<file path="src/rtl/riscv_relocation_patcher_core_defines.svh">
// ---------------------------------------------------------------------------
// Assertion macros for the relocation patcher core
// ---------------------------------------------------------------------------
`ifndef RISCV_RELOCATION_PATCHER_CORE_DEFINES_SVH
`define RISCV_RELOCATION_PATCHER_CORE_DEFINES_SVH

// Same-cycle implication, checked outside reset.
`define RRP_ASSERT_IMPLY(label, clk, rst, lhs, rhs) \
   label: assert property (@(posedge clk) disable iff (rst) (lhs) |-> (rhs)) \
      else $error("rrp: same-cycle check failed");

// Next-cycle implication, checked outside reset.
`define RRP_ASSERT_NEXT(label, clk, rst, lhs, rhs) \
   label: assert property (@(posedge clk) disable iff (rst) (lhs) |=> (rhs)) \
      else $error("rrp: next-cycle check failed");

`endif

</file>
<file path="src/rtl/rrp_pkg.sv">
// ---------------------------------------------------------------------------
// rrp_pkg
// Relocation codes, operation classes and stage records of the patcher.
// ---------------------------------------------------------------------------
package rrp_pkg;

   // psABI relocation type codes
   localparam logic [7:0] RELOC_NONE         = 8'd0;
   localparam logic [7:0] RELOC_32           = 8'd1;
   localparam logic [7:0] RELOC_64           = 8'd2;
   localparam logic [7:0] RELOC_BRANCH       = 8'd16;
   localparam logic [7:0] RELOC_JAL          = 8'd17;
   localparam logic [7:0] RELOC_CALL         = 8'd18;
   localparam logic [7:0] RELOC_PCREL_HI20   = 8'd23;
   localparam logic [7:0] RELOC_PCREL_LO12_I = 8'd24;
   localparam logic [7:0] RELOC_PCREL_LO12_S = 8'd25;
   localparam logic [7:0] RELOC_HI20         = 8'd26;
   localparam logic [7:0] RELOC_LO12_I       = 8'd27;
   localparam logic [7:0] RELOC_LO12_S       = 8'd28;
   localparam logic [7:0] RELOC_ADD8         = 8'd33;
   localparam logic [7:0] RELOC_ADD16        = 8'd34;
   localparam logic [7:0] RELOC_ADD32        = 8'd35;
   localparam logic [7:0] RELOC_ADD64        = 8'd36;
   localparam logic [7:0] RELOC_SUB8         = 8'd37;
   localparam logic [7:0] RELOC_SUB16        = 8'd38;
   localparam logic [7:0] RELOC_SUB32        = 8'd39;
   localparam logic [7:0] RELOC_SUB64        = 8'd40;
   localparam logic [7:0] RELOC_ALIGN        = 8'd43;
   localparam logic [7:0] RELOC_RVC_BRANCH   = 8'd44;
   localparam logic [7:0] RELOC_RVC_JUMP     = 8'd45;
   localparam logic [7:0] RELOC_RVC_LUI      = 8'd46;
   localparam logic [7:0] RELOC_RELAX        = 8'd51;
   localparam logic [7:0] RELOC_SUB6         = 8'd52;
   localparam logic [7:0] RELOC_SET6         = 8'd53;
   localparam logic [7:0] RELOC_SET8         = 8'd54;
   localparam logic [7:0] RELOC_SET16        = 8'd55;
   localparam logic [7:0] RELOC_SET32        = 8'd56;
   localparam logic [7:0] RELOC_32_PCREL     = 8'd57;

   localparam logic [63:0] LUI_ROUND = 64'h800;

   typedef enum logic [4:0] {
      OP_PASS,
      OP_PUT32,
      OP_ABS64,
      OP_RVC_BRANCH,
      OP_RVC_JUMP,
      OP_RVC_LUI,
      OP_JAL,
      OP_BRANCH,
      OP_CALL,
      OP_HI20,
      OP_LO12_I,
      OP_LO12_S,
      OP_ADD8,
      OP_ADD16,
      OP_ADD32,
      OP_ADD64,
      OP_SUB6,
      OP_SUB8,
      OP_SUB16,
      OP_SUB32,
      OP_SUB64,
      OP_SET6,
      OP_SET8,
      OP_SET16,
      OP_UNSUP
   } op_type;

   typedef enum logic [1:0] {
      KIND_ABS      = 2'd0,
      KIND_PCREL    = 2'd1,
      KIND_PCINDIR  = 2'd2,
      KIND_HINT     = 2'd3
   } kind_type;

   // after decode
   typedef struct packed {
      op_type      op;
      kind_type    kind;
      logic [63:0] val;
      logic [63:0] site;
   } dec_type;

   // after arithmetic
   typedef struct packed {
      op_type      op;
      kind_type    kind;
      logic [63:0] val;
      logic [63:0] site;
      logic [31:0] upper;   // (val + 0x800) >> 12, low 32 bits
      logic [63:0] sum;
      logic [63:0] diff;
      logic        rng;
      logic        aln;
   } ari_type;

   // result record
   typedef struct packed {
      logic [63:0] patched;
      logic        rng;
      logic        aln;
      logic        uns;
      kind_type    kind;
   } res_type;

endpackage

</file>
<file path="src/rtl/rrp_decode.sv">
// ---------------------------------------------------------------------------
// rrp_decode
// First stage: maps the relocation code to an operation class and kind.
// ---------------------------------------------------------------------------
module rrp_decode (
   input  logic             clock,
   input  logic             load,
   input  logic [7:0]       func,
   input  logic [63:0]      reloc_value,
   input  logic [63:0]      site_bytes,
   output rrp_pkg::dec_type dec_ff
);

   rrp_pkg::dec_type dec_in;

   always_comb begin
      dec_in.val  = reloc_value;
      dec_in.site = site_bytes;
      unique case (func)
         rrp_pkg::RELOC_NONE, rrp_pkg::RELOC_ALIGN, rrp_pkg::RELOC_RELAX:
            dec_in.op = rrp_pkg::OP_PASS;
         rrp_pkg::RELOC_32, rrp_pkg::RELOC_SET32, rrp_pkg::RELOC_32_PCREL:
            dec_in.op = rrp_pkg::OP_PUT32;
         rrp_pkg::RELOC_64:           dec_in.op = rrp_pkg::OP_ABS64;
         rrp_pkg::RELOC_RVC_BRANCH:   dec_in.op = rrp_pkg::OP_RVC_BRANCH;
         rrp_pkg::RELOC_RVC_JUMP:     dec_in.op = rrp_pkg::OP_RVC_JUMP;
         rrp_pkg::RELOC_RVC_LUI:      dec_in.op = rrp_pkg::OP_RVC_LUI;
         rrp_pkg::RELOC_JAL:          dec_in.op = rrp_pkg::OP_JAL;
         rrp_pkg::RELOC_BRANCH:       dec_in.op = rrp_pkg::OP_BRANCH;
         rrp_pkg::RELOC_CALL:         dec_in.op = rrp_pkg::OP_CALL;
         rrp_pkg::RELOC_PCREL_HI20, rrp_pkg::RELOC_HI20:
            dec_in.op = rrp_pkg::OP_HI20;
         rrp_pkg::RELOC_PCREL_LO12_I, rrp_pkg::RELOC_LO12_I:
            dec_in.op = rrp_pkg::OP_LO12_I;
         rrp_pkg::RELOC_PCREL_LO12_S, rrp_pkg::RELOC_LO12_S:
            dec_in.op = rrp_pkg::OP_LO12_S;
         rrp_pkg::RELOC_ADD8:         dec_in.op = rrp_pkg::OP_ADD8;
         rrp_pkg::RELOC_ADD16:        dec_in.op = rrp_pkg::OP_ADD16;
         rrp_pkg::RELOC_ADD32:        dec_in.op = rrp_pkg::OP_ADD32;
         rrp_pkg::RELOC_ADD64:        dec_in.op = rrp_pkg::OP_ADD64;
         rrp_pkg::RELOC_SUB6:         dec_in.op = rrp_pkg::OP_SUB6;
         rrp_pkg::RELOC_SUB8:         dec_in.op = rrp_pkg::OP_SUB8;
         rrp_pkg::RELOC_SUB16:        dec_in.op = rrp_pkg::OP_SUB16;
         rrp_pkg::RELOC_SUB32:        dec_in.op = rrp_pkg::OP_SUB32;
         rrp_pkg::RELOC_SUB64:        dec_in.op = rrp_pkg::OP_SUB64;
         rrp_pkg::RELOC_SET6:         dec_in.op = rrp_pkg::OP_SET6;
         rrp_pkg::RELOC_SET8:         dec_in.op = rrp_pkg::OP_SET8;
         rrp_pkg::RELOC_SET16:        dec_in.op = rrp_pkg::OP_SET16;
         default:                     dec_in.op = rrp_pkg::OP_UNSUP;
      endcase

      unique case (func)
         rrp_pkg::RELOC_BRANCH, rrp_pkg::RELOC_JAL, rrp_pkg::RELOC_CALL,
         rrp_pkg::RELOC_PCREL_HI20, rrp_pkg::RELOC_RVC_BRANCH,
         rrp_pkg::RELOC_RVC_JUMP, rrp_pkg::RELOC_32_PCREL:
            dec_in.kind = rrp_pkg::KIND_PCREL;
         rrp_pkg::RELOC_PCREL_LO12_I, rrp_pkg::RELOC_PCREL_LO12_S:
            dec_in.kind = rrp_pkg::KIND_PCINDIR;
         rrp_pkg::RELOC_ALIGN, rrp_pkg::RELOC_RELAX:
            dec_in.kind = rrp_pkg::KIND_HINT;
         default:
            dec_in.kind = rrp_pkg::KIND_ABS;
      endcase
   end

   always_ff @(posedge clock) begin
      if (load) begin
         dec_ff <= dec_in;
      end
   end

endmodule

</file>
<file path="src/rtl/rrp_arith.sv">
// ---------------------------------------------------------------------------
// rrp_arith
// Second stage: 64-bit add/subtract, lui rounding and range/alignment flags.
// ---------------------------------------------------------------------------
module rrp_arith (
   input  logic             clock,
   input  logic             load,
   input  rrp_pkg::dec_type dec,
   output rrp_pkg::ari_type ari_ff
);

   rrp_pkg::ari_type ari_in;
   logic [63:0]      rounded;
   logic             fit9, fit12, fit13, fit21, fit32;

   // a value fits n signed bits when bits 63..n-1 are all equal
   assign fit9  = (&dec.val[63:8])  | ~(|dec.val[63:8]);
   assign fit12 = (&dec.val[63:11]) | ~(|dec.val[63:11]);
   assign fit13 = (&dec.val[63:12]) | ~(|dec.val[63:12]);
   assign fit21 = (&dec.val[63:20]) | ~(|dec.val[63:20]);
   assign fit32 = (&dec.val[63:31]) | ~(|dec.val[63:31]);

   assign rounded = dec.val + rrp_pkg::LUI_ROUND;

   always_comb begin
      ari_in.op    = dec.op;
      ari_in.kind  = dec.kind;
      ari_in.val   = dec.val;
      ari_in.site  = dec.site;
      ari_in.upper = rounded[43:12];
      ari_in.sum   = dec.site + dec.val;
      ari_in.diff  = dec.site - dec.val;
      ari_in.rng   = 1'b0;
      ari_in.aln   = 1'b0;
      unique case (dec.op)
         rrp_pkg::OP_RVC_BRANCH: begin
            ari_in.rng = ~fit9;
            ari_in.aln = dec.val[0];
         end
         rrp_pkg::OP_RVC_JUMP: begin
            ari_in.rng = ~fit12;
            ari_in.aln = dec.val[0];
         end
         rrp_pkg::OP_BRANCH: begin
            ari_in.rng = ~fit13;
            ari_in.aln = dec.val[0];
         end
         rrp_pkg::OP_JAL: begin
            ari_in.rng = ~fit21;
            ari_in.aln = dec.val[0];
         end
         // rounded upper value must lie in 0..63
         rrp_pkg::OP_RVC_LUI: ari_in.rng = |rounded[43:18];
         rrp_pkg::OP_CALL, rrp_pkg::OP_HI20, rrp_pkg::OP_LO12_I,
         rrp_pkg::OP_LO12_S:  ari_in.rng = ~fit32;
         default: begin
            ari_in.rng = 1'b0;
            ari_in.aln = 1'b0;
         end
      endcase
   end

   always_ff @(posedge clock) begin
      if (load) begin
         ari_ff <= ari_in;
      end
   end

endmodule

</file>
<file path="src/rtl/rrp_assemble.sv">
// ---------------------------------------------------------------------------
// rrp_assemble
// Third stage: scatters immediate bits into the instruction fields and
// selects the patched bytes; holds the result register.
// ---------------------------------------------------------------------------
module rrp_assemble (
   input  logic             clock,
   input  logic             load,
   input  rrp_pkg::ari_type ari,
   output rrp_pkg::res_type res_ff
);

   rrp_pkg::res_type res_in;
   logic [63:0]      s;
   logic [63:0]      v;
   logic [15:0]      h;
   logic [31:0]      w;
   logic [31:0]      hi_w;
   logic [15:0]      cb_x, cj_x, lui_x;
   logic [31:0]      jal_x, br_x, hi20_x, lo12i_x, lo12s_x, call_lo_x;

   assign s    = ari.site;
   assign v    = ari.val;
   assign h    = s[15:0];
   assign w    = s[31:0];
   assign hi_w = s[63:32];

   assign cb_x  = {h[15:13], v[8], v[4:3], h[9:7], v[7:6], v[2:1], v[5], h[1:0]};
   assign cj_x  = {h[15:13], v[11], v[4], v[9:8], v[10], v[6], v[7], v[3:1], v[5],
                   h[1:0]};
   // zero upper value turns the instruction into c.li rd, 0
   assign lui_x = (ari.upper == 32'd0) ? {3'b010, 1'b0, h[11:7], 5'd0, h[1:0]}
                                       : {h[15:13], ari.upper[5], h[11:7],
                                          ari.upper[4:0], h[1:0]};
   assign jal_x     = {v[20], v[10:1], v[11], v[19:12], w[11:0]};
   assign br_x      = {v[12], v[10:5], w[24:12], v[4:1], v[11], w[6:0]};
   // low 12 bits of (value - upper part) equal the value's own low 12 bits
   assign hi20_x    = {ari.upper[19:0], w[11:0]};
   assign lo12i_x   = {v[11:0], w[19:0]};
   assign lo12s_x   = {v[11:5], w[24:12], v[4:0], w[6:0]};
   assign call_lo_x = {v[11:0], hi_w[19:0]};

   always_comb begin
      res_in.rng     = ari.rng;
      res_in.aln     = ari.aln;
      res_in.kind    = ari.kind;
      res_in.uns     = 1'b0;
      res_in.patched = s;
      unique case (ari.op)
         rrp_pkg::OP_PASS:       res_in.patched = s;
         rrp_pkg::OP_PUT32:      res_in.patched = {s[63:32], v[31:0]};
         rrp_pkg::OP_ABS64:      res_in.patched = v;
         rrp_pkg::OP_RVC_BRANCH: res_in.patched = {s[63:16], cb_x};
         rrp_pkg::OP_RVC_JUMP:   res_in.patched = {s[63:16], cj_x};
         rrp_pkg::OP_RVC_LUI:    res_in.patched = {s[63:16], lui_x};
         rrp_pkg::OP_JAL:        res_in.patched = {s[63:32], jal_x};
         rrp_pkg::OP_BRANCH:     res_in.patched = {s[63:32], br_x};
         rrp_pkg::OP_CALL:       res_in.patched = {call_lo_x, hi20_x};
         rrp_pkg::OP_HI20:       res_in.patched = {s[63:32], hi20_x};
         rrp_pkg::OP_LO12_I:     res_in.patched = {s[63:32], lo12i_x};
         rrp_pkg::OP_LO12_S:     res_in.patched = {s[63:32], lo12s_x};
         rrp_pkg::OP_ADD8:       res_in.patched = {s[63:8], ari.sum[7:0]};
         rrp_pkg::OP_ADD16:      res_in.patched = {s[63:16], ari.sum[15:0]};
         rrp_pkg::OP_ADD32:      res_in.patched = {s[63:32], ari.sum[31:0]};
         rrp_pkg::OP_ADD64:      res_in.patched = ari.sum;
         rrp_pkg::OP_SUB6:       res_in.patched = {s[63:6], ari.diff[5:0]};
         rrp_pkg::OP_SUB8:       res_in.patched = {s[63:8], ari.diff[7:0]};
         rrp_pkg::OP_SUB16:      res_in.patched = {s[63:16], ari.diff[15:0]};
         rrp_pkg::OP_SUB32:      res_in.patched = {s[63:32], ari.diff[31:0]};
         rrp_pkg::OP_SUB64:      res_in.patched = ari.diff;
         rrp_pkg::OP_SET6:       res_in.patched = {s[63:6], v[5:0]};
         rrp_pkg::OP_SET8:       res_in.patched = {s[63:8], v[7:0]};
         rrp_pkg::OP_SET16:      res_in.patched = {s[63:16], v[15:0]};
         rrp_pkg::OP_UNSUP: begin
            res_in.patched = s;
            res_in.uns     = 1'b1;
         end
         default:                res_in.patched = s;
      endcase
   end

   always_ff @(posedge clock) begin
      if (load) begin
         res_ff <= res_in;
      end
   end

endmodule

</file>
<file path="src/rtl/riscv_relocation_patcher_core.sv">
// ---------------------------------------------------------------------------
// riscv_relocation_patcher_core
// Applies one RISC-V ELF relocation per item to eight site bytes.
//
//   channel  dir  handshake              payload
//   req      in   req_valid / req_stall  func, reloc_value, site_bytes
//   rsp      out  rsp_valid / rsp_stall  patched_bytes, flags, value_kind
//
// Three register stages (decode, arithmetic, assemble); one item per cycle unless req_stall is high.
// An item passes the decode, arithmetic and result registers in order before rsp_valid rises.
// Each stage loads when it is empty or its successor loads, so bubbles close
// up while the output is stalled; req_stall rises only with all stages full.
// Synchronous reset clears the stage valid bits; nothing else is reset.
// ---------------------------------------------------------------------------
`include "riscv_relocation_patcher_core_defines.svh"

module riscv_relocation_patcher_core (
   input  logic        clock,
   input  logic        reset,
   input  logic        req_valid,
   output logic        req_stall,
   input  logic [7:0]  req_func,
   input  logic [63:0] req_reloc_value,
   input  logic [63:0] req_site_bytes,
   output logic        rsp_valid,
   input  logic        rsp_stall,
   output logic [63:0] rsp_patched_bytes,
   output logic        rsp_range_error,
   output logic        rsp_align_error,
   output logic        rsp_unsupported,
   output logic [1:0]  rsp_value_kind
);

   logic             dec_vld_ff, ari_vld_ff, res_vld_ff;
   logic             dec_vld_in, ari_vld_in, res_vld_in;
   logic             dec_load, ari_load, res_load;
   rrp_pkg::dec_type dec_ff;
   rrp_pkg::ari_type ari_ff;
   rrp_pkg::res_type res_ff;

   assign res_load = ~res_vld_ff | ~rsp_stall;
   assign ari_load = ~ari_vld_ff | res_load;
   assign dec_load = ~dec_vld_ff | ari_load;

   assign dec_vld_in = dec_load ? req_valid  : dec_vld_ff;
   assign ari_vld_in = ari_load ? dec_vld_ff : ari_vld_ff;
   assign res_vld_in = res_load ? ari_vld_ff : res_vld_ff;

   always_ff @(posedge clock) begin
      if (reset) begin
         dec_vld_ff <= 1'b0;
         ari_vld_ff <= 1'b0;
         res_vld_ff <= 1'b0;
      end else begin
         dec_vld_ff <= dec_vld_in;
         ari_vld_ff <= ari_vld_in;
         res_vld_ff <= res_vld_in;
      end
   end

   rrp_decode u_decode (
      .clock       (clock),
      .load        (dec_load & req_valid),
      .func        (req_func),
      .reloc_value (req_reloc_value),
      .site_bytes  (req_site_bytes),
      .dec_ff      (dec_ff)
   );

   rrp_arith u_arith (
      .clock  (clock),
      .load   (ari_load & dec_vld_ff),
      .dec    (dec_ff),
      .ari_ff (ari_ff)
   );

   rrp_assemble u_assemble (
      .clock  (clock),
      .load   (res_load & ari_vld_ff),
      .ari    (ari_ff),
      .res_ff (res_ff)
   );

   assign req_stall         = ~dec_load;
   assign rsp_valid         = res_vld_ff;
   assign rsp_patched_bytes = res_ff.patched;
   assign rsp_range_error   = res_ff.rng;
   assign rsp_align_error   = res_ff.aln;
   assign rsp_unsupported   = res_ff.uns;
   assign rsp_value_kind    = res_ff.kind;

   // input is held off only when every stage is full and the output waits
   `RRP_ASSERT_IMPLY(a_stall_full, clock, reset, req_stall,
      dec_vld_ff && ari_vld_ff && res_vld_ff && rsp_stall)
   // a stalled, full tail keeps its middle item
   `RRP_ASSERT_NEXT(a_mid_hold, clock, reset, ari_vld_ff && res_vld_ff && rsp_stall,
      ari_vld_ff)
   // unsupported types never raise the check flags
   `RRP_ASSERT_IMPLY(a_uns_flags, clock, reset, rsp_valid && rsp_unsupported,
      !rsp_range_error && !rsp_align_error)

endmodule
</file>
<file path="config.mk">
export PLATFORM = sky130hd
export DESIGN_NAME = riscv_relocation_patcher_core
export DESIGN_NICKNAME = d
export VERILOG_FILES = /design/src/rtl/rrp_pkg.sv /design/src/rtl/rrp_decode.sv /design/src/rtl/rrp_arith.sv /design/src/rtl/rrp_assemble.sv /design/src/rtl/riscv_relocation_patcher_core.sv
export VERILOG_INCLUDE_DIRS = /design/src /design/src/rtl
export SDC_FILE = /design/constraint.sdc
export NUM_CORES = 1
export LEC_CHECK = 0
export BUFFER_PORTS_ARGS = -buffer_cell sky130_fd_sc_hd__buf_2
export CAP_MARGIN = 20
export CORE_ASPECT_RATIO = 0.5
export CORE_MARGIN = 1
export CORE_UTILIZATION = 59
export DETAILED_ROUTE_END_ITERATION = 16
export PLACE_DENSITY_LB_ADDON = 0.25
export SLEW_MARGIN = 25
export SYNTH_ARGS = -nofsm -noshare
export SYNTH_HDL_FRONTEND = slang
export SYNTH_SLANG_ARGS = --single-unit
export TNS_END_PERCENT = 10
</file>
<file path="constraint.sdc">
create_clock -name clock -period 40.1 [get_ports clock]
set_clock_uncertainty 0.05 [all_clocks]
set_input_delay 0 -clock clock [delete_from_list [all_inputs] [get_ports clock]]
set_output_delay 0 -clock clock [all_outputs]
set_load 0.02 [all_outputs]
</file>
Word-level counts from Yosys, hierarchy flattened
Memories as Yosys holds them, arrays and structs flattened. A register that Yosys moved wholly into a read port is not among the register bits.
Index checks and enable logic that the tools add are counted.

operators by class
  add/subtract/negate cells = 3
  eq/ne operators = 44
  muxes and demuxes = 5
  bitwise logic cells = 26
  reductions and logical operators = 19

operator list
  operator                                             count
  case mux 64 bit (23 select lines)                    1
  adder 64 bit                                         1
  subtractor 64 bit                                    1
  equality test 5 x 4 -> 1 bit, second input constant  12
  AND reduction 56 bit                                 1
  OR reduction 56 bit                                  1
  AND reduction 53 bit                                 1
  OR reduction 53 bit                                  1
  AND reduction 52 bit                                 1
  OR reduction 52 bit                                  1
  equality test 8 x 5 -> 1 bit, second input constant  6
  equality test 5 bit, second input constant           9
  adder 44 x 12 -> 44 bit, second input constant       1
  AND reduction 44 bit                                 1
  OR reduction 44 bit                                  1
  equality test 5 x 3 -> 1 bit, second input constant  8
  equality test 8 x 6 -> 1 bit, second input constant  5
  AND reduction 33 bit                                 1
  OR reduction 33 bit                                  1
  logical NOT 32 bit                                   1
  OR reduction 26 bit                                  1
  2-to-1 mux 16 bit                                    1
  equality test 5 x 2 -> 1 bit, second input constant  3
  inverter 1 bit                                       15
  other kinds (11)                                     22

word-level totals
  register bits = 499
  bits in read-only memories = 320
  input bits = 140
  output and inout port bits = 71
  logic and storage cells = 118
  memories = 1

memories
  memory            words  bits a word  read ports  clocked after memory_dff  write ports  RTL line          source
  (name not given)  64     5            1           1                         0            rrp_decode.sv:19  unique case (func)

Depth between registers and ports, before layout
Gate-level depths: netlist (run 1).

  depth in word-level cells = 5
  gate-level depth with buffers = 15
  mapped depth without buffers = 14

By module
Synthesis (run 1) repeated with hierarchy kept, for this count alone.

second synthesis, totals
  cell total of the unflattened synthesis = 2385
  area total of the unflattened synthesis = 27440.1 um^2

by module, submodules not included
  module                         times used  cells each  area an instance (um^2)  seq. area each (um^2)
  rrp_arith                      1           1630        17416.7                  8888.5
  rrp_assemble                   1           515         5181.2                   2072.0
  rrp_decode                     1           225         4720.8                   4053.9
  riscv_relocation_patcher_core  1           15          121.4                    60.1

Least setup slack after synthesis (run 1)
Ideal clock, no wire load.

  path type = reg-to-reg
  start point = register res_vld_ff (netlist: rsp_valid)
  end point = register u_arith.ari_ff[0] (netlist name)
  library setup time = 0.996 ns
  data arrival time = 13.635 ns
  required time = 39.054 ns
  path slack = 25.419 ns
  cell stages (with the launch flop) = 3
  path buffers = 0
  clock period less this slack = 14.681 ns
  cell sequence = dfxtp_1 -> and3_1 -> nor2b_1

between the ends
  cells in the longest elaborated chain, start to end = 4

RTL lines
  item                    RTL line                             source
  start, declared         riscv_relocation_patcher_core.sv:34  logic dec_vld_ff, ari_vld_ff, res_vld_ff;
  start signal, assigned  riscv_relocation_patcher_core.sv:57  res_vld_ff <= res_vld_in;
  inverter 1 bit          riscv_relocation_patcher_core.sv:41  assign res_load = ~res_vld_ff | ~rsp_stall;
  OR 1 bit                riscv_relocation_patcher_core.sv:41
  OR 1 bit                riscv_relocation_patcher_core.sv:42  assign ari_load = ~ari_vld_ff | res_load;
  AND 1 bit               riscv_relocation_patcher_core.sv:72  .load (ari_load & dec_vld_ff),
  named net u_arith.load  rrp_arith.sv:7                       input logic load,

The timed path passes the listed nets, and every way through them passes these cells.
A chain may end at the register's enable or synchronous reset.

==> results by group, run 1 <==
Outcome
  • Status: finished, final reports clean

Placed design
  • Setup WS pre-CTS: 35.69 ns
  • Final GP Congestion: 1.01
  • Placed insts: 3080
  • Dpl hpwl: 61.1 mm
  • Port Buffer Count: 210

Logic synthesis
  • Largest cells by area after synthesis: edfxtp_1 56%, ha_1 6.2%, xnor2_1 4.4%, a21oi_1 3.5%, nand2_1 2.7%
  • Sequential cell area fraction in the yosys report: 56.0%
  • Synthesized instance count: 2373
  • Syn Nets: 2649
  • Async SR Flop Fraction: 0%
  • Number of synthesized flops with an enable pin: 500
  • Top-area cell type share of the netlist area: 55.8%
  • Post-synthesis register bit count: 503
  • YS warnings: 0
  • Mean Syn Cell Area: 11.3 um2
  • Most instantiated library cell after synthesis: edfxtp_1
  • Synth area leader: edfxtp_1
  • Mapped Area: 26900 um2
  • Commonest cells in the synthesized netlist: 500 x edfxtp_1, 191 x nand2_1, 190 x a21oi_1
  • Synth unique cells: 93
  • Most used DFF post-synth: edfxtp_1

Clock network
  • Clock root cell: clkbuf_16
  • Clock-pin slew on the worst setup and hold paths: 0.09 ns
  • CTS tree: built
  • Worst-Skew Late Latency: 0.59 ns
  • CTS buffer count: 44
  • Clock tree buffer depth: 3
  • Post-CTS resize count: 0
  • CTS H-tree depth: 2
  • Sink Count: 503

Floorplan
  • Rows: 54
  • I/O pin cnt: 211
  • Die area: 46500 um2
  • CORE AREA: 44300 um2
  • Die Width: 304 um
  • Initial core utilization: 60.8%
  • Die Ht: 153 um

Timing
  • Fin. max-slew vios: 0
  • Unrepaired setup endpoints after global routing: no
  • Min cycle time layout: 4.59 ns
  • Final Hold Viols: 0
  • Worst slew margin: 26.2%
  • Final setup vio count: 0
  • Worst hold slack: 0.0772 ns
  • Final Cycle Share: 11.5%
  • Worst-margin pin slew: 1.11 ns
  • Max Freq: 218 MHz
  • Total negative setup slack: 0 ns
  • Final worst slack: 35.51 ns

Worst setup path
  • Critical R2R Capture: u_arith.ari_ff[120]$_DFFE_PP_
  • CP Class: flip-flop to flip-flop
  • Worst reg2reg path startpoint: u_decode.dec_ff[0]$_DFFE_PP_
  • CP max FO: 4
  • Startpoint Class: flip-flop
  • R2R Setup Slk: 35.51 ns
  • CP arrival: 4.88 ns
  • CP Data Required Time: 40.38 ns
  • R2R depth: 13
  • Critical path capture point type: flip-flop

Finish
  • Layout area overhead: 16.3%
  • ANT cells: 0
  • Final Non-Filler Cells: 3300
  • Layout cells sized above 1: 12.3%
  • FILL cells: 3229
  • NumNets Final: 2955

Hold path
  • WHS Endpoint: u_decode.dec_ff[123]$_DFFE_PP_
  • Worst hold path type: input pin to flip-flop
  • HP Start: req_reloc_value[59]
  • Worst hold path stage count: 2

Routing
  • Total wire length: 84.8 mm
  • Drt first pass iters: 9
  • Avg Vias per Cell: 6.48
  • Post-DRT Antenna Nets: 0
  • # DRC: 0
  • Routed vias: 21400
  • Routed wire per std cell: 25.7 um
  • 1st-iter DRT viols: 3095

Power
  • Pleak: 11.7 nW
  • Max VDD drop: 0.0410 mV
  • Pwr Density: 44.5 nW/um2

GRT
  • Vias in the first global route: 20500
  • Largest net degree at the start of global routing: 162
  • Initial antenna violation count: 2
  • Global-route wire length before repair: 127 mm
  • GRT overflow: 0
  • Gr usage total: 36.1%

Run
  • Maxcap violations: 0
-- area by class of cell --
cell class / instances / area [um2] / share of cell area, %
clock buffers: 58 / 1170 / 3.75
flip-flops and latches: 503 / 15100 / 48.2
clock inverters: 21 / 267 / 0.851
inverters: 147 / 552 / 1.76
multi-input cells: 1616 / 10900 / 34.8
well taps: 588 / 736 / 2.35
repair buffers: 367 / 2600 / 8.32
-- worst max-delay path: stages, from the launching register on --
cell	delay, ns
edfxtp_1	0.42
ha_1	0.25
fa_1	0.41
nor2b_1	0.17
o21ai_1	0.29
a31oi_1	0.20
a31oi_1	0.48
nor4b_2	0.15
o2111a_1	0.34
o31ai_1	0.72
o21ai_1	0.28
o21ai_1	0.30
o21ai_0	0.14
xnor2_1	0.15
-- cells in the final DEF (no fill, tap or decap), types with 30 or more instances in the layout --
master and n:
nor2_1 156, inv_1 140, nor4_1 53, nand2_1 191, nand4_1 45, nor3_1 56
clkbuf_16 45, edfxtp_1 500, buf_2 210, a21o_1 36, xnor2_1 136, o21bai_1 30
a222oi_1 51, dlygate4sd3_1 140, a21oi_1 190, o21ai_0 94, ha_1 134, nand3_1 89
-- worst max-delay path by stage --
stage / depth (start not counted) / slack, ns / from / end
3_5_place_dp: 13 / 35.69 / u_decode.dec_ff[64]$_DFFE_PP_ / u_arith.ari_ff[120]$_DFFE_PP_
4_1_cts: 13 / 35.68 / u_decode.dec_ff[64]$_DFFE_PP_ / u_arith.ari_ff[120]$_DFFE_PP_
3_3_place_gp: 13 / 35.72 / u_decode.dec_ff[64]$_DFFE_PP_ / u_arith.ari_ff[56]$_DFFE_PP_
6_report: 13 / 35.51 / u_decode.dec_ff[0]$_DFFE_PP_ / u_arith.ari_ff[120]$_DFFE_PP_
2_1_floorplan: 2 / 25.42 / rsp_valid$_SDFFE_PP0P_ / u_arith.ari_ff[0]$_SDFFCE_PN0P_
5_1_grt: 13 / 35.44 / u_decode.dec_ff[75]$_DFFE_PP_ / u_arith.ari_ff[120]$_DFFE_PP_
-- routing by layer --
layer / part of all wire, % / up-vias / global-route usage (%)
met5: 0 / - / 0
met4: 2.4 / 0 / 9.02
met3: 11 / 142 / 8.04
met2: 44 / 1183 / 54.8
met1: 43 / 10400 / 53.0
li1: - / 9653 / -
-- where the power goes --
group	leakage, nW	internal (mW)	switching, mW
clock network	0.697	0.246	0.196
registers	4.76	0.635	0.0299
logic	6.23	0.104	0.180
-- state kept, by name (all words and copies together), names as in the netlist --
name               count
rsp_valid              1
dec_vld_ff             1
u_arith.ari_ff       296
u_assemble.res_ff     69
ari_vld_ff             1
u_decode.dec_ff      135
-- kinds of logic after synthesis --
logic type / count (synthesis) / share of synthesized area [%]
and+or+nand+nor: 701 / 12.8
AOI/OAI and AO/OA: 624 / 16.0
DFF: 503 / 56.0
buffers and inverters: 254 / 3.78
xor gates and xnor gates: 151 / 4.92
adders and majority gates: 136 / 6.38
muxes: 4 / 0.163
-- through the flow --
stage / total power, mW / area (um2) / utilization [%]
finish: 1.39 / 31300 / 70.7
global route: 1.44 / 31300 / 70.7
CTS: 1.39 / 31300 / 70.7
detailed placement: 0.939 / 28400 / 64.2
global placement: 0.937 / 28400 / 64.2
floorplan: 0.857 / 26900 / -
-- what timing repair did --
item                      in CTS  in global routing
hold buffers                 140                  0
hold endpoints to repair     145                  0
setup buffers                  0                  0
Note: power is estimated with default switching activity, not from simulation.
==> run 2, diff against run 1 <==
clock period = 4.5 ns   (was 40.1 ns; I/O delays follow)
==> run 2 against run 1 <==
Compared with the run above:
- die area is the same
- utilization increased by 0.87 points
- wire length increased by 3.7%
- via count grew 2.6%
- cell count is 1.7% higher
- sequential power grew to 8.9 times the previous value
- sequential share of layout area fell by 0.58 points
- combinational power rose to 9.4 times the previous value
- worst hold slack got worse by 0.040 ns
- setup slack worse by 35 ns
- critical path depth increased by 2
- non-clock buffer count rose by 56
==> results by group, run 2 (same netlist as run 1, synthesis figures left out) <==
Worst setup path
  • Top delay family on crit path: compound AO/OA/AOI/OAI gates
  • Buf/Inv on CP: 3 (+3)
  • Worst path max stage delay: 0.59 ns (-0.13 ns)
  • Startpoint Class: flip-flop
  • CP max-delay cell: edfxtp_1
  • CP max FO: 10 (+6)
  • CP Class: flip-flop to flip-flop
  • CP Data Required Time: 4.76 ns (-35.62 ns)
  • Critical-path cell list: inv_1, ha_1, nor2_1, nand2_1, o221ai_1, a31oi_1, buf_4, nor4b_2, o2111a_1, o31ai_1, buf_4, o21ai_1, o21ai_1, o21ai_0, xnor2_1
  • CP arrival: 4.66 ns (-0.22 ns)
  • Critical path capture point type: flip-flop

GRT
  • Gr usage total: 37.4% (+1.3 points)
  • Global-route wire length before repair: 130 mm (+2.5%)
  • Vias in the first global route: 20900 (+1.8%)
  • Largest net degree at the start of global routing: 136 (-16%)
  • GRT overflow: 0 (unchanged)
  • Initial antenna violation count: 3 (+1)

Timing
  • Final Hold Viols: 0 (unchanged)
  • Worst slew margin: 21.2% (-5.1 points)
  • Fin. max-slew vios: 0 (unchanged)
  • Total negative setup slack: 0 ns (unchanged)
  • Final setup vio count: 0 (unchanged)
  • Final worst slack: 0.104 ns (-35.40 ns)
  • Worst-margin pin slew: 1.17 ns (+0.0652 ns)
  • Unrepaired setup endpoints after global routing: no
  • Final Cycle Share: 97.7% (+86 points)
  • Min cycle time layout: 4.40 ns (-0.197 ns)
  • Max Freq: 228 MHz (+4.5%)

Finish
  • Layout area overhead: 17.8%
  • Commonest cells after routing, fill and taps aside: 500 x edfxtp_1, 210 x buf_2, 191 x nand2_1, 190 x a21oi_1, 157 x nor2_1
  • Top flop regs: u_arith.ari_ff: 296 flops, u_decode.dec_ff: 135 flops, u_assemble.res_ff: 69 flops
  • Largest register FFs: 296 (unchanged)
  • Biggest register: u_arith.ari_ff
  • Multi-input logic area: 10900 um2 (about the same)
  • Layout cells sized above 1: 14.3% (+2.0 points)
  • FILL cells: 3124 (-3.3%)
  • Final Non-Filler Cells: 3357 (+1.7%)
  • NumNets Final: 3010 (+1.9%)
  • Final core utilization: 71.6% (+0.87 points)
  • Most common cell after layout, fill and taps aside: edfxtp_1
  • FF/Latch Area: 15100 um2 (about the same)

Clock network
  • Setup Fix Bufs, Post-CTS: 0 (unchanged)
  • Clock root cell: clkbuf_16
  • Worst-Skew Late Latency: 0.60 ns (about the same)
  • CTS H-tree depth: 2 (unchanged)
  • CTS buffer count: 43 (-2.3%)
  • Post-CTS resize count: 0 (unchanged)
  • Clock tree buffer depth: 3 (unchanged)
  • Sink Count: 503 (unchanged)
  • CTS tree: built
  • Cts hold-fix bufs: 139 (-0.71%)
  • Clock-pin slew on the worst setup and hold paths: 0.07 ns (-0.02 ns)

Placed design
  • Placed insts: 3138 (+1.9%)
  • Dpl hpwl: 63.8 mm (+4.4%)
  • Port Buffer Count: 210 (unchanged)
  • Final GP Congestion: 1.02 (+1.5%)
  • Setup WS pre-CTS: 0.310 ns (-35.38 ns)

Run
  • Maxcap violations: 0 (unchanged)

Floorplan
  • Rows: 54 (unchanged)
  • Die Ht: 153 um (unchanged)
  • Die area: 46500 um2 (unchanged)
  • Die Width: 304 um (unchanged)
  • CORE AREA: 44300 um2 (unchanged)
  • I/O pin cnt: 211 (unchanged)
  • Initial core utilization: 60.8% (unchanged)

Power
  • Logic pwr share: 21.5% (+1.1 points)
  • Max VDD drop: 0.319 mV (+680%)
  • Pwr Total: 12.4 mW (+790%)
  • Clock network power share: 30.8% (-1.0 points)
  • Int Pwr: 8.65 mW (+780%)
  • Reg power frac: 47.8% (about the same)
  • Sw frac: 30.1% (+0.97 points)
  • Psw: 3.73 mW (+820%)
  • Pwr Density: 391 nW/um2 (+780%)
  • Pleak: 11.9 nW (+2.2%)

Routing
  • Post-DRT Antenna Nets: 0 (unchanged)
  • Total wire length: 88.0 mm (+3.7%)
  • Routed vias: 21900 (+2.6%)
  • Drt first pass iters: 10 (+1)
  • Avg Vias per Cell: 6.53 (+0.82%)
  • Routed wire per std cell: 26.2 um (+2.0%)
  • # DRC: 0 (unchanged)
  • 1st-iter DRT viols: 3313 (+7.0%)

Hold path
  • Worst hold path type: input pin to flip-flop

Outcome
  • Status: finished, final reports clean
==> run 2: cell count changes in the layout (fill, tap and decap cells not counted), moves of 3 or more <==
cell | before | now
buf_4 | 14 | 70
clkbuf_1 | 13 | 6
clkinv_2 | 3 | 8
buf_12 | 1 | 4
bufinv_16 | 6 | 3
clkinv_4 | 1 | 4
==> run 2: area by class of cell <==
cell class	instances	share of cell area, %
Clock inverter	27	0.715
Timing Repair Buffer	423	9.62
Clock buffer	51	3.63
Antenna cell	2	0.0158
Inverter	147	1.74
Multi-Input combinational cell	1616	34.4
Tap cell	588	2.32
Sequential cell	503	47.6
==> run 2: routing by layer <==
layer	up-vias	track usage, %	routed length, um
met5	-	0	27
met1	10600	53.5	36400
li1	9778	-	-
met3	206	9.62	10800
met4	4	12.7	3130
met2	1388	55.7	37700
==> run 2: power groups by stage <==
stage,logic (mW),clock network [mW],registers [mW]
6_report,2.66,3.81,5.92
5_1_grt,2.82,3.97,5.94
4_1_cts,2.57,3.78,5.90
3_5_place_dp,2.46,0,6.00
3_3_place_gp,2.46,0,5.99
2_1_floorplan,1.66,0,5.94
==> run 2: worst paths after layout <==
kind	end	slack, ns	depth (start not counted)	start
worst max-delay path	u_arith.ari_ff[120]$_DFFE_PP_	0.10	15	u_decode.dec_ff[75]$_DFFE_PP_
worst min-delay path	u_decode.dec_ff[128]$_DFFE_PP_	0.04	3	req_func[3]
worst max register to register	u_arith.ari_ff[120]$_DFFE_PP_	0.10	15	u_decode.dec_ff[75]$_DFFE_PP_
worst min register to register	u_assemble.res_ff[3]$_DFFE_PP_	0.37	0	u_arith.ari_ff[0]$_SDFFCE_PN0P_
==> run 2: tightest hold or removal path, stage by stage <==
cell     delay [ns]
buf_2          0.23
o32ai_1        0.16
a221o_1        0.16
==> run 2: metrics by stage <==
stage | hold slack (ns) | area [um2]
2_1_floorplan | 0.0150 | 26900
5_1_grt | 0.0487 | 31700
3_3_place_gp | 0.126 | 28900
4_1_cts | 0.00101 | 31700
3_5_place_dp | 0.128 | 28900
6_report | 0.0374 | 31700
